===== src/sv/pwbs_pkg.sv =====
// Package with the shared types and constants of the pulse-width byte sender.
package pwbs_pkg;

   // Number of data bits sent in one frame, LSB first.
   localparam int unsigned BITS_PER_FRAME = 8;

   localparam int unsigned TICK_W = 8;
   localparam int unsigned BIT_IDX_W = 4;
   localparam int unsigned CSR_IDX_W = 3;
   localparam int unsigned CSR_DATA_W = 8;
   localparam int unsigned REQ_DATA_W = 16;
   localparam int unsigned RSP_DATA_W = 8;

   // Register indexes on the CSR write channel.
   localparam logic [CSR_IDX_W-1:0] REG_START_LOW   = 3'd0;
   localparam logic [CSR_IDX_W-1:0] REG_START_TOTAL = 3'd1;
   localparam logic [CSR_IDX_W-1:0] REG_BIT_LOW     = 3'd2;
   localparam logic [CSR_IDX_W-1:0] REG_ONE_TOTAL   = 3'd3;
   localparam logic [CSR_IDX_W-1:0] REG_ZERO_TOTAL  = 3'd4;
   localparam logic [CSR_IDX_W-1:0] REG_STOP_LOW    = 3'd5;
   localparam logic [CSR_IDX_W-1:0] REG_STOP_TOTAL  = 3'd6;
   localparam logic [CSR_IDX_W-1:0] REG_REPEATS     = 3'd7;

   // Register reset values.
   localparam logic [7:0] RST_START_LOW   = 8'd8;
   localparam logic [7:0] RST_START_TOTAL = 8'd16;
   localparam logic [7:0] RST_BIT_LOW     = 8'd4;
   localparam logic [7:0] RST_ONE_TOTAL   = 8'd16;
   localparam logic [7:0] RST_ZERO_TOTAL  = 8'd8;
   localparam logic [7:0] RST_STOP_LOW    = 8'd16;
   localparam logic [7:0] RST_STOP_TOTAL  = 8'd24;
   localparam logic [7:0] RST_REPEATS     = 8'd3;

   typedef enum logic [1:0] {
      PH_IDLE  = 2'd0,
      PH_START = 2'd1,
      PH_DATA  = 2'd2,
      PH_STOP  = 2'd3
   } phase_type;

endpackage


===== src/sv/pulse_width_byte_sender.sv =====
// Top level of the pulse-width byte sender: single-wire frame transmitter stepped per tick.
//
//   channel  direction  beat contents (low bit first)
//   req      in         start_request, abort_request, data_byte
//   rsp      out        line_level, busy_res, done_res
//   csr      in         csr_index (register), csr_data (value)
//
// Each req beat is one timer tick whose result is captured in the result register; a new
// beat can be taken every cycle while rsp does not stall. The only storage between the two
// sides is the result register, so req_tready is high whenever that register is empty or is
// being drained. Synchronous active-high reset restores the register defaults, idles the
// sequence and drives the line high. A stall on rsp holds the result and stops req intake.
module pulse_width_byte_sender #(
   parameter int unsigned BITS_PER_FRAME = pwbs_pkg::BITS_PER_FRAME
) (
   input  logic                                 clock,
   input  logic                                 reset,
   // start_request [0], abort_request [1], data_byte [9:2], zero fill [15:10]
   input  logic [pwbs_pkg::REQ_DATA_W-1:0]      req_tdata,
   input  logic                                 req_tvalid,
   output logic                                 req_tready,
   // line_level [0], busy_res [1], done_res [2], zero fill [7:3]
   output logic [pwbs_pkg::RSP_DATA_W-1:0]      rsp_tdata,
   output logic                                 rsp_tvalid,
   input  logic                                 rsp_tready,
   input  logic                                 csr_valid,
   output logic                                 csr_ready,
   input  logic [pwbs_pkg::CSR_IDX_W-1:0]       csr_index,
   input  logic [pwbs_pkg::CSR_DATA_W-1:0]      csr_data
);

   logic [7:0] start_low_ff, start_total_ff, bit_low_ff, one_total_ff;
   logic [7:0] zero_total_ff, stop_low_ff, stop_total_ff, repeats_ff;

   pwbs_pkg::phase_type                  phase_ff, phase_in;
   logic [pwbs_pkg::TICK_W-1:0]          tick_count_ff, tick_count_in;
   logic [pwbs_pkg::BIT_IDX_W-1:0]       bit_index_ff, bit_index_in;
   logic [7:0]                           repeat_count_ff, repeat_count_in;
   logic                                 active_ff, active_in;
   logic [7:0]                           held_byte_ff, held_byte_in;
   logic                                 wire_level_ff, wire_level_in;
   logic                                 done_in;

   logic                                 rsp_valid_ff;
   logic [pwbs_pkg::RSP_DATA_W-1:0]      rsp_data_ff;

   logic                                 req_fire;
   logic                                 start_req, abort_req;
   logic [7:0]                           data_byte;
   logic [pwbs_pkg::TICK_W-1:0]          tick_inc;
   logic [pwbs_pkg::BIT_IDX_W-1:0]       bit_next;
   logic [7:0]                           repeat_next;
   logic                                 cur_bit;
   logic [7:0]                           bit_total;

   assign start_req = req_tdata[0];
   assign abort_req = req_tdata[1];
   assign data_byte = req_tdata[9:2];

   assign req_tready = !rsp_valid_ff || rsp_tready;
   assign req_fire   = req_tvalid && req_tready;
   assign rsp_tvalid = rsp_valid_ff;
   assign rsp_tdata  = rsp_data_ff;
   assign csr_ready  = 1'b1;

   assign tick_inc    = tick_count_ff + 8'd1;
   assign bit_next    = bit_index_ff + 4'd1;
   assign repeat_next = repeat_count_ff + 8'd1;

   always_comb begin
      active_in       = active_ff;
      held_byte_in    = held_byte_ff;
      phase_in        = phase_ff;
      tick_count_in   = tick_count_ff;
      bit_index_in    = bit_index_ff;
      repeat_count_in = repeat_count_ff;
      wire_level_in   = wire_level_ff;
      done_in         = 1'b0;
      cur_bit         = held_byte_ff[bit_index_ff[2:0]];
      bit_total       = cur_bit ? one_total_ff : zero_total_ff;

      if (abort_req) begin
         active_in = 1'b0;
      end else if (start_req && !active_ff) begin
         active_in    = 1'b1;
         held_byte_in = data_byte;
      end

      if (!active_in) begin
         phase_in        = pwbs_pkg::PH_IDLE;
         tick_count_in   = '0;
         bit_index_in    = '0;
         repeat_count_in = '0;
      end else begin
         case (phase_ff)
            pwbs_pkg::PH_IDLE: begin
               wire_level_in = 1'b1;
               tick_count_in = '0;
               phase_in      = pwbs_pkg::PH_START;
            end
            pwbs_pkg::PH_START: begin
               tick_count_in = tick_inc;
               if (tick_inc <= start_low_ff) begin
                  wire_level_in = 1'b0;
               end else if (tick_inc < start_total_ff) begin
                  wire_level_in = 1'b1;
               end else begin
                  tick_count_in = '0;
                  bit_index_in  = '0;
                  phase_in      = pwbs_pkg::PH_DATA;
               end
            end
            pwbs_pkg::PH_DATA: begin
               tick_count_in = tick_inc;
               if (tick_inc <= bit_low_ff) begin
                  wire_level_in = 1'b0;
               end else if (tick_inc < bit_total) begin
                  wire_level_in = 1'b1;
               end else begin
                  tick_count_in = '0;
                  bit_index_in  = bit_next;
                  if (bit_next >= 4'(BITS_PER_FRAME)) begin
                     bit_index_in = '0;
                     phase_in     = pwbs_pkg::PH_STOP;
                  end
               end
            end
            pwbs_pkg::PH_STOP: begin
               tick_count_in = tick_inc;
               if (tick_inc <= stop_low_ff) begin
                  wire_level_in = 1'b0;
               end else if (tick_inc < stop_total_ff) begin
                  wire_level_in = 1'b1;
               end else begin
                  tick_count_in   = '0;
                  repeat_count_in = repeat_next;
                  phase_in        = pwbs_pkg::PH_IDLE;
                  if (repeat_next >= repeats_ff) begin
                     repeat_count_in = '0;
                     active_in       = 1'b0;
                     done_in         = 1'b1;
                  end
               end
            end
            default: begin
               phase_in = pwbs_pkg::PH_IDLE;
            end
         endcase
      end
   end

   always_ff @(posedge clock) begin
      if (reset) begin
         start_low_ff   <= pwbs_pkg::RST_START_LOW;
         start_total_ff <= pwbs_pkg::RST_START_TOTAL;
         bit_low_ff     <= pwbs_pkg::RST_BIT_LOW;
         one_total_ff   <= pwbs_pkg::RST_ONE_TOTAL;
         zero_total_ff  <= pwbs_pkg::RST_ZERO_TOTAL;
         stop_low_ff    <= pwbs_pkg::RST_STOP_LOW;
         stop_total_ff  <= pwbs_pkg::RST_STOP_TOTAL;
         repeats_ff     <= pwbs_pkg::RST_REPEATS;
      end else if (csr_valid) begin
         case (csr_index)
            pwbs_pkg::REG_START_LOW:   start_low_ff   <= csr_data;
            pwbs_pkg::REG_START_TOTAL: start_total_ff <= csr_data;
            pwbs_pkg::REG_BIT_LOW:     bit_low_ff     <= csr_data;
            pwbs_pkg::REG_ONE_TOTAL:   one_total_ff   <= csr_data;
            pwbs_pkg::REG_ZERO_TOTAL:  zero_total_ff  <= csr_data;
            pwbs_pkg::REG_STOP_LOW:    stop_low_ff    <= csr_data;
            pwbs_pkg::REG_STOP_TOTAL:  stop_total_ff  <= csr_data;
            pwbs_pkg::REG_REPEATS:     repeats_ff     <= csr_data;
            default: begin
            end
         endcase
      end
   end

   always_ff @(posedge clock) begin
      if (reset) begin
         phase_ff        <= pwbs_pkg::PH_IDLE;
         tick_count_ff   <= '0;
         bit_index_ff    <= '0;
         repeat_count_ff <= '0;
         active_ff       <= 1'b0;
         held_byte_ff    <= '0;
         wire_level_ff   <= 1'b1;
      end else if (req_fire) begin
         phase_ff        <= phase_in;
         tick_count_ff   <= tick_count_in;
         bit_index_ff    <= bit_index_in;
         repeat_count_ff <= repeat_count_in;
         active_ff       <= active_in;
         held_byte_ff    <= held_byte_in;
         wire_level_ff   <= wire_level_in;
      end
   end

   always_ff @(posedge clock) begin
      if (reset) begin
         rsp_valid_ff <= 1'b0;
      end else if (req_fire) begin
         rsp_valid_ff <= 1'b1;
      end else if (rsp_tready) begin
         rsp_valid_ff <= 1'b0;
      end
   end

   always_ff @(posedge clock) begin
      if (req_fire) begin
         rsp_data_ff <= {5'b0, done_in, active_in, wire_level_in};
      end
   end

   // An abort beat always leaves the sequencer idle and inactive.
   a_abort_idles: assert property (@(posedge clock) disable iff (reset)
      (req_fire && abort_req) |=> (!active_ff && phase_ff == pwbs_pkg::PH_IDLE))
      else $error("abort did not idle the sequencer");

   // While inactive the sequence counters stay cleared.
   a_inactive_clear: assert property (@(posedge clock) disable iff (reset)
      !active_ff |-> (phase_ff == pwbs_pkg::PH_IDLE && tick_count_ff == '0
                      && bit_index_ff == '0 && repeat_count_ff == '0))
      else $error("sequence state not cleared while inactive");

   // A pending done result matches an idle, inactive sequencer.
   a_done_idle: assert property (@(posedge clock) disable iff (reset)
      (rsp_valid_ff && rsp_data_ff[2]) |-> (!active_ff && !rsp_data_ff[1]
                                             && phase_ff == pwbs_pkg::PH_IDLE))
      else $error("done reported while sequencer still active");

   // The bit pointer never runs past the frame length.
   a_bit_range: assert property (@(posedge clock) disable iff (reset)
      bit_index_ff < 4'(BITS_PER_FRAME))
      else $error("bit index out of range");

endmodule


===== config.mk =====
export PLATFORM = sky130hd
export DESIGN_NAME = pulse_width_byte_sender
export DESIGN_NICKNAME = d
export VERILOG_FILES = /design/src/sv/pwbs_pkg.sv /design/src/sv/pulse_width_byte_sender.sv
export SDC_FILE = /design/constraint.sdc
export NUM_CORES = 1
export LEC_CHECK = 0
export ABC_CLOCK_PERIOD_IN_PS = 3360
export BUFFER_PORTS_ARGS = -buffer_cell sky130_fd_sc_hd__buf_4
export CAP_MARGIN = 30
export CORE_MARGIN = 5
export CORE_UTILIZATION = 55
export CTS_CLUSTER_DIAMETER = 60
export DETAILED_ROUTE_END_ITERATION = 7
export GPL_ROUTABILITY_DRIVEN = 1
export PLACE_DENSITY = 0.88
export SYNTH_ARGS = -nofsm -noshare
export SYNTH_HDL_FRONTEND = slang
export SYNTH_SLANG_ARGS = --single-unit

===== constraint.sdc =====
create_clock -name clock -period 3.36 [get_ports clock]
set_input_delay 0.336 -clock clock [delete_from_list [all_inputs] [get_ports clock]]
set_output_delay 0.336 -clock clock [all_outputs]
set_load 0.01 [all_outputs]

# Yosys cells after proc, flatten, opt, wreduce, memory -nomap -nowiden

Cells that the tools add are included.

Bits of input ports: 32
Word-level logic and storage cells: 125
Register bits: 100

Mux-type cells: 50
Reductions and logical operators: 21
Magnitude comparators: 9
Eq/ne operators: 21
Add/sub/neg operators: 3
Bitwise operators: 3

Operator list:

| kind                                                                  | count |
|---|---|
| 8-bit two-way mux                                                     | 13 |
| 8-bit case mux with 4 select lines                                    | 1 |
| 8-bit less-or-equal comparator                                        | 3 |
| 8-bit < comparator                                                    | 3 |
| 4-bit two-way mux                                                     | 6 |
| 3-bit inequality test, second input constant                          | 7 |
| 1-bit two-way mux                                                     | 18 |
| 8-bit by 1-bit adder with 8-bit output, second input constant         | 2 |
| 2-bit two-way mux                                                     | 8 |
| 2-bit AND reduction                                                   | 8 |
| 3-bit equality test, second input constant                            | 4 |
| 8-bit greater-or-equal comparator                                     | 1 |
| 2-bit case mux with 4 select lines                                    | 1 |
| 4-bit case mux with 2 select lines                                    | 1 |
| 8-bit AND reduction                                                   | 1 |
| 3-bit by 2-bit equality test with 1-bit output, second input constant | 2 |
| 6-bit AND reduction                                                   | 1 |
| 4-bit by 1-bit adder with 4-bit output, second input constant         | 1 |
| 2-bit equality test, second input constant                            | 2 |
| 4-bit greater-or-equal comparator, second input constant              | 1 |
| 3-bit by 4-bit < comparator with 1-bit output, second input constant  | 1 |
| 2-bit inequality test, second input constant                          | 2 |
| 1-bit case mux with 4 select lines                                    | 1 |
| 4-bit AND reduction                                                   | 1 |
| 14 further kinds                                                      | 18 |

# Longest topological paths before layout

Word-level depth: 8
Depth in mapped cells: 15

# Worst setup path after synthesis

No wires, ideal clock.

Path type: register -> register
Start: reg bit_index_ff[1] in the netlist's numbering
End: reg tick_count_ff[5] in the netlist's numbering
Path slack: 0.150 ns
Cell stages (with the launch flop): 16
Library setup time: 0.070 ns
Clock period less this slack: 3.210 ns
Arrival: 3.139 ns
Required time: 3.290 ns
Path through: dfxtp_1 buf_6 mux2_4 o22a_1 nand2_1 mux2i_1 ha_1 nor2b_1 o21a_1 o21ai_0 nor4b_1 nor3_2 o221ai_2 buf_4 o221ai_1 a21oi_1

Word-level cells in the longest chain between the ends: 8

Ends and longest elaborated chain:

| item                                      | RTL line                       | source |
|---|---|---|
| from (decl)                               | pulse_width_byte_sender.sv:37  | `logic [pwbs_pkg::BIT_IDX_W-1:0] bit_index_ff, bit_index_in;` |
| from (signal assigned)                    | pulse_width_byte_sender.sv:190 | `bit_index_ff <= bit_index_in;` |
| 1-bit binary-select mux with 3-bit select | pulse_width_byte_sender.sv:79  | `cur_bit = held_byte_ff[bit_index_ff[2:0]];` |
| 1-bit two-way mux (not written as such)   | pulse_width_byte_sender.sv:79  |  |
| 8-bit two-way mux                         | pulse_width_byte_sender.sv:80  | `bit_total = cur_bit ? one_total_ff : zero_total_ff;` |
| 8-bit < comparator                        | pulse_width_byte_sender.sv:117 | `end else if (tick_inc < bit_total) begin` |
| 8-bit two-way mux                         | pulse_width_byte_sender.sv:117 |  |
| 8-bit two-way mux                         | pulse_width_byte_sender.sv:115 | `if (tick_inc <= bit_low_ff) begin` |
| 8-bit case mux with 4 select lines        | pulse_width_byte_sender.sv:95  | `case (phase_ff)` |
| 8-bit two-way mux                         | pulse_width_byte_sender.sv:89  | `if (!active_in) begin` |
| to (signal assigned)                      | pulse_width_byte_sender.sv:189 | `tick_count_ff <= tick_count_in;` |
| to (decl)                                 | pulse_width_byte_sender.sv:36  | `logic [pwbs_pkg::TICK_W-1:0] tick_count_ff, tick_count_in;` |

Every way passes these cells. The select of a mux whose other input is x is not followed.
A chain may end at the register's enable or synchronous reset.

# Worst setup path after layout

Start: reg bit_index_ff[1] in the netlist's numbering
End: reg bit_index_ff[2] in the netlist's numbering

Word-level cells in the longest chain between the ends: 7
Elaborated cells between the ends (all ways): 13

Ends and longest elaborated chain:

| item                                   | RTL line                       | source |
|---|---|---|
| 4-bit by 1-bit adder with 4-bit output | pulse_width_byte_sender.sv:67  | `assign bit_next = bit_index_ff + 4'd1;` |
| 4-bit greater-or-equal comparator      | pulse_width_byte_sender.sv:122 | `if (bit_next >= 4'(BITS_PER_FRAME)) begin` |
| 4-bit two-way mux                      | pulse_width_byte_sender.sv:122 |  |
| 4-bit two-way mux                      | pulse_width_byte_sender.sv:117 |  |
| 4-bit two-way mux                      | pulse_width_byte_sender.sv:115 |  |
| 4-bit case mux with 2 select lines     | pulse_width_byte_sender.sv:95  |  |
| 4-bit two-way mux                      | pulse_width_byte_sender.sv:89  |  |

Several ways; a longest one is shown, not always the timed one. The select of a mux whose other input is x is not followed.

==> results.ini <==
[outcome]
outcome = finished clean

[clock_tree]
clk_pin_slew_ns = 0.10
clk_latency_ns = 0.39
cts-root-buf = clkbuf_8
h-tree-depth = 3
cts_buffers = 9
cts_hold_buf = 0
cts_tree = built
clkSinkCount = 100
clockBufferDepth = 2

[global_routing]
grt_remaining_overflow = 0
grt_pass1_wl_um = 24200
antenna_found_initial = 0
grt_max_degree = 51
groute.usage.overall = 0.233
grt_pass1_vias = 5205

[floorplan]
start_util = 0.560
rows = 37
pin_count = 43
die_x_um = 112
die_h_um = 112
core_um2 = 10200
dieArea_um2 = 12600

[final_layout]
finish.instance_area_um2 = 6460
area_growth_syn_to_layout_pct = 12.9
antenna_cells = 0
n_fill_cell = 837
final_layout_size_suffix_gt1_frac = 0.122
nNetsFinal = 849

[hold_path]
min_path_type = input pin to flip-flop

[sta]
finalWorstPathRequiredPeriod_ns = 3.21
drv_slew = 0
fin_crit_sh = 0.955
max_freq_mhz = 312
tightestPinTransition_ns = 0.972
max_slew_margin = 0.349
setup_violations = 0
finalClockSkew_ns = 0.0138
hold_viol_final = 0

[power_and_ir_drop]
p_int_uw = 1750
p_leak_uw = 0.00271
ir_drop_mv = 0.226
p_sw_uw = 583
power_uw = 2330
power.density_nw_per_um2 = 361
comb_power_share = 0.103
clkPwrFrac = 0.370
p_sw_frac = 0.250
power_frac_seq = 0.527

[routing]
routed-via-count = 5218
ant_nets = 0
firstDrtPassIters = 5
drtIter0Drc = 430
viasPerCell = 5.79
wire_per_inst_um = 16.1
drt_wl_total_um = 14500
drc = 0

[job]
drv_cap = 0

[critical_path]
path_buf_inv = 2
cp_top_family = compound AO/OA/AOI/OAI gates
critPathCaptureType = flip-flop
path_cells = mux2_4 > o22a_1 > nand2_2 > buf_4 > mux2i_1 > ha_1 > nand3_1 > a31o_2 > nor3_2 > o221ai_4 > buf_4 > o311a_1 > a31o_2
critPathLaunchType = flip-flop
required_ns = 3.65
arrival_ns = 3.50
critPathMaxFanout = 5
crit_slowest_cell = dfxtp_4
worstSetupPathType = flip-flop to flip-flop
slowest_delay_ns = 0.41

[logic_synthesis]
synth_top_area_frac = 0.339
yosysMostFrequentCell = nand2_1
synth_seq_cells = 100
async_flop_share = 0
syn_inst = 722
synth_area_leader_cell = dfxtp_1
synthTopCellsByArea = dfxtp_1, ha_1, nand2_1, a21oi_1, mux2i_1
ys_types = 57
netlist_area_um2 = 5730
synth_edf_count = 3
synth_warnings = 0
ys.flop_type = dfxtp_1
yosysSeqAreaShare = 0.355
yosys-top-cells-count = nand2_1, dfxtp_1, a21oi_1
syn_area_per_cell_um2 = 7.93

[placed_design]
place.gp.congestion = 0.855
dp_hpwl_um = 10500
numPortBuffers = 30
placed_area_um2 = 6180

-- logic make-up (layout without fill, tap and decap cells) --
logic type	count (synthesis)	in the layout	synth area share
other	2	6	0.00131
AOI/OAI and AO/OA	167	167	0.182
DFF	100	100	0.355
adders and majority gates	58	58	0.126
xor gates and xnor gates	10	10	0.0153
muxes	24	24	0.0437
buffers and inverters	82	121	0.0612
and+or+nand+nor	279	279	0.216
-- placed cells by master, fill, tap and decap left out, types with 7 or more instances in the layout --
master and count:
mux2i_1 22, nand3_1 22, clkbuf_8 10, o211ai_1 14, o21ai_0 11, nand2b_1 9
nor3_1 8, o21a_1 7, a21oi_1 81, a31oi_1 7, nor2b_1 8, nand4_1 7
buf_4 54, ha_1 57, dfxtp_1 94, nand3b_1 7, a21o_1 10, nand2_1 147
nor2_1 49, inv_1 49
-- metal layers --
metal  vias up  track usage  wire (um)
met2       172        0.399       7120
li1       2545            -          -
met5         -            0          0
met3        42       0.0469        973
met1      2459        0.287       5970
met4         0        0.100        426
-- power by group through the flow --
| stage | logic, uW | registers, uW | clock network (uW) |
|---|---|---|---|
| floorplan | 154 | 1250 | 0 |
| global placement | 219 | 1250 | 0 |
| detailed placement | 228 | 1260 | 0 |
| CTS | 231 | 1230 | 861 |
| global route | 265 | 1230 | 918 |
| finish | 240 | 1230 | 862 |
-- registers in the layout (all words and copies together) (netlist names), 2 cells and up --
| register | flops |
|---|---|
| bit_low_ff | 8 |
| held_byte_ff | 8 |
| one_total_ff | 8 |
| repeat_count_ff | 8 |
| repeats_ff | 8 |
| start_low_ff | 8 |
| start_total_ff | 8 |
| stop_low_ff | 8 |
| stop_total_ff | 8 |
| tick_count_ff | 8 |
| zero_total_ff | 8 |
| bit_index_ff | 4 |
| rsp_tdata | 3 |
| phase_ff | 2 |
-- path summary, 6_finish.rpt --
path                                                      to  depth (start not counted)  slack, ns                          from
worst min register to register  bit_index_ff[3]$_SDFFE_PP0P_                          2       0.45  bit_index_ff[3]$_SDFFE_PP0P_
worst min-delay path            held_byte_ff[2]$_SDFFE_PP0P_                          3       0.19                  req_tdata[4]
worst max register to register  bit_index_ff[2]$_SDFFE_PP0P_                         13       0.15  bit_index_ff[1]$_SDFFE_PP0P_
worst max-delay path            bit_index_ff[2]$_SDFFE_PP0P_                         13       0.15  bit_index_ff[1]$_SDFFE_PP0P_
-- metrics by stage --
step	hold WS, ns	util	instances	TNS [ns]	setup WS [ns]
finish	0.187	0.632	901	0	0.150
global route	0.190	0.632	901	-0.0132	-0.0112
CTS	0.179	0.627	900	0	0.0122
detailed placement	0.438	0.604	884	-0.0297	-0.0133
global placement	0.432	0.604	884	0	0.0821
floorplan	0.422	-	726	0	0.150
-- timing repair --
item / 4_1_cts / 5_1_grt
pin swaps: 0 / 3
gates resized for setup: 6 / 9
setup buffers: 0 / 1
endpoints found under the setup margin: 15 / 21
-- worst reg2reg max path, stage by stage, from the launching register on --
cell and delay (ns):
dfxtp_4 0.41, mux2_4 0.32, o22a_1 0.23, nand2_2 0.11, buf_4 0.14, mux2i_1 0.09
ha_1 0.34, nand3_1 0.09, a31o_2 0.23, nor3_2 0.27, o221ai_4 0.17, buf_4 0.18
o311a_1 0.33, a31o_2 0.21
-- area by class of cell --
class                   count  area [um^2]  share of cell area
clock buffers              12          145              0.0225
clock inverters             4         72.6              0.0112
inverters                  49          184              0.0285
multi-input cells         544         3410               0.527
flip-flops and latches    100         2040               0.315
well taps                 136          170              0.0263
repair buffers             56          445              0.0689
No activity file was read; power rests on OpenSTA's default activity.
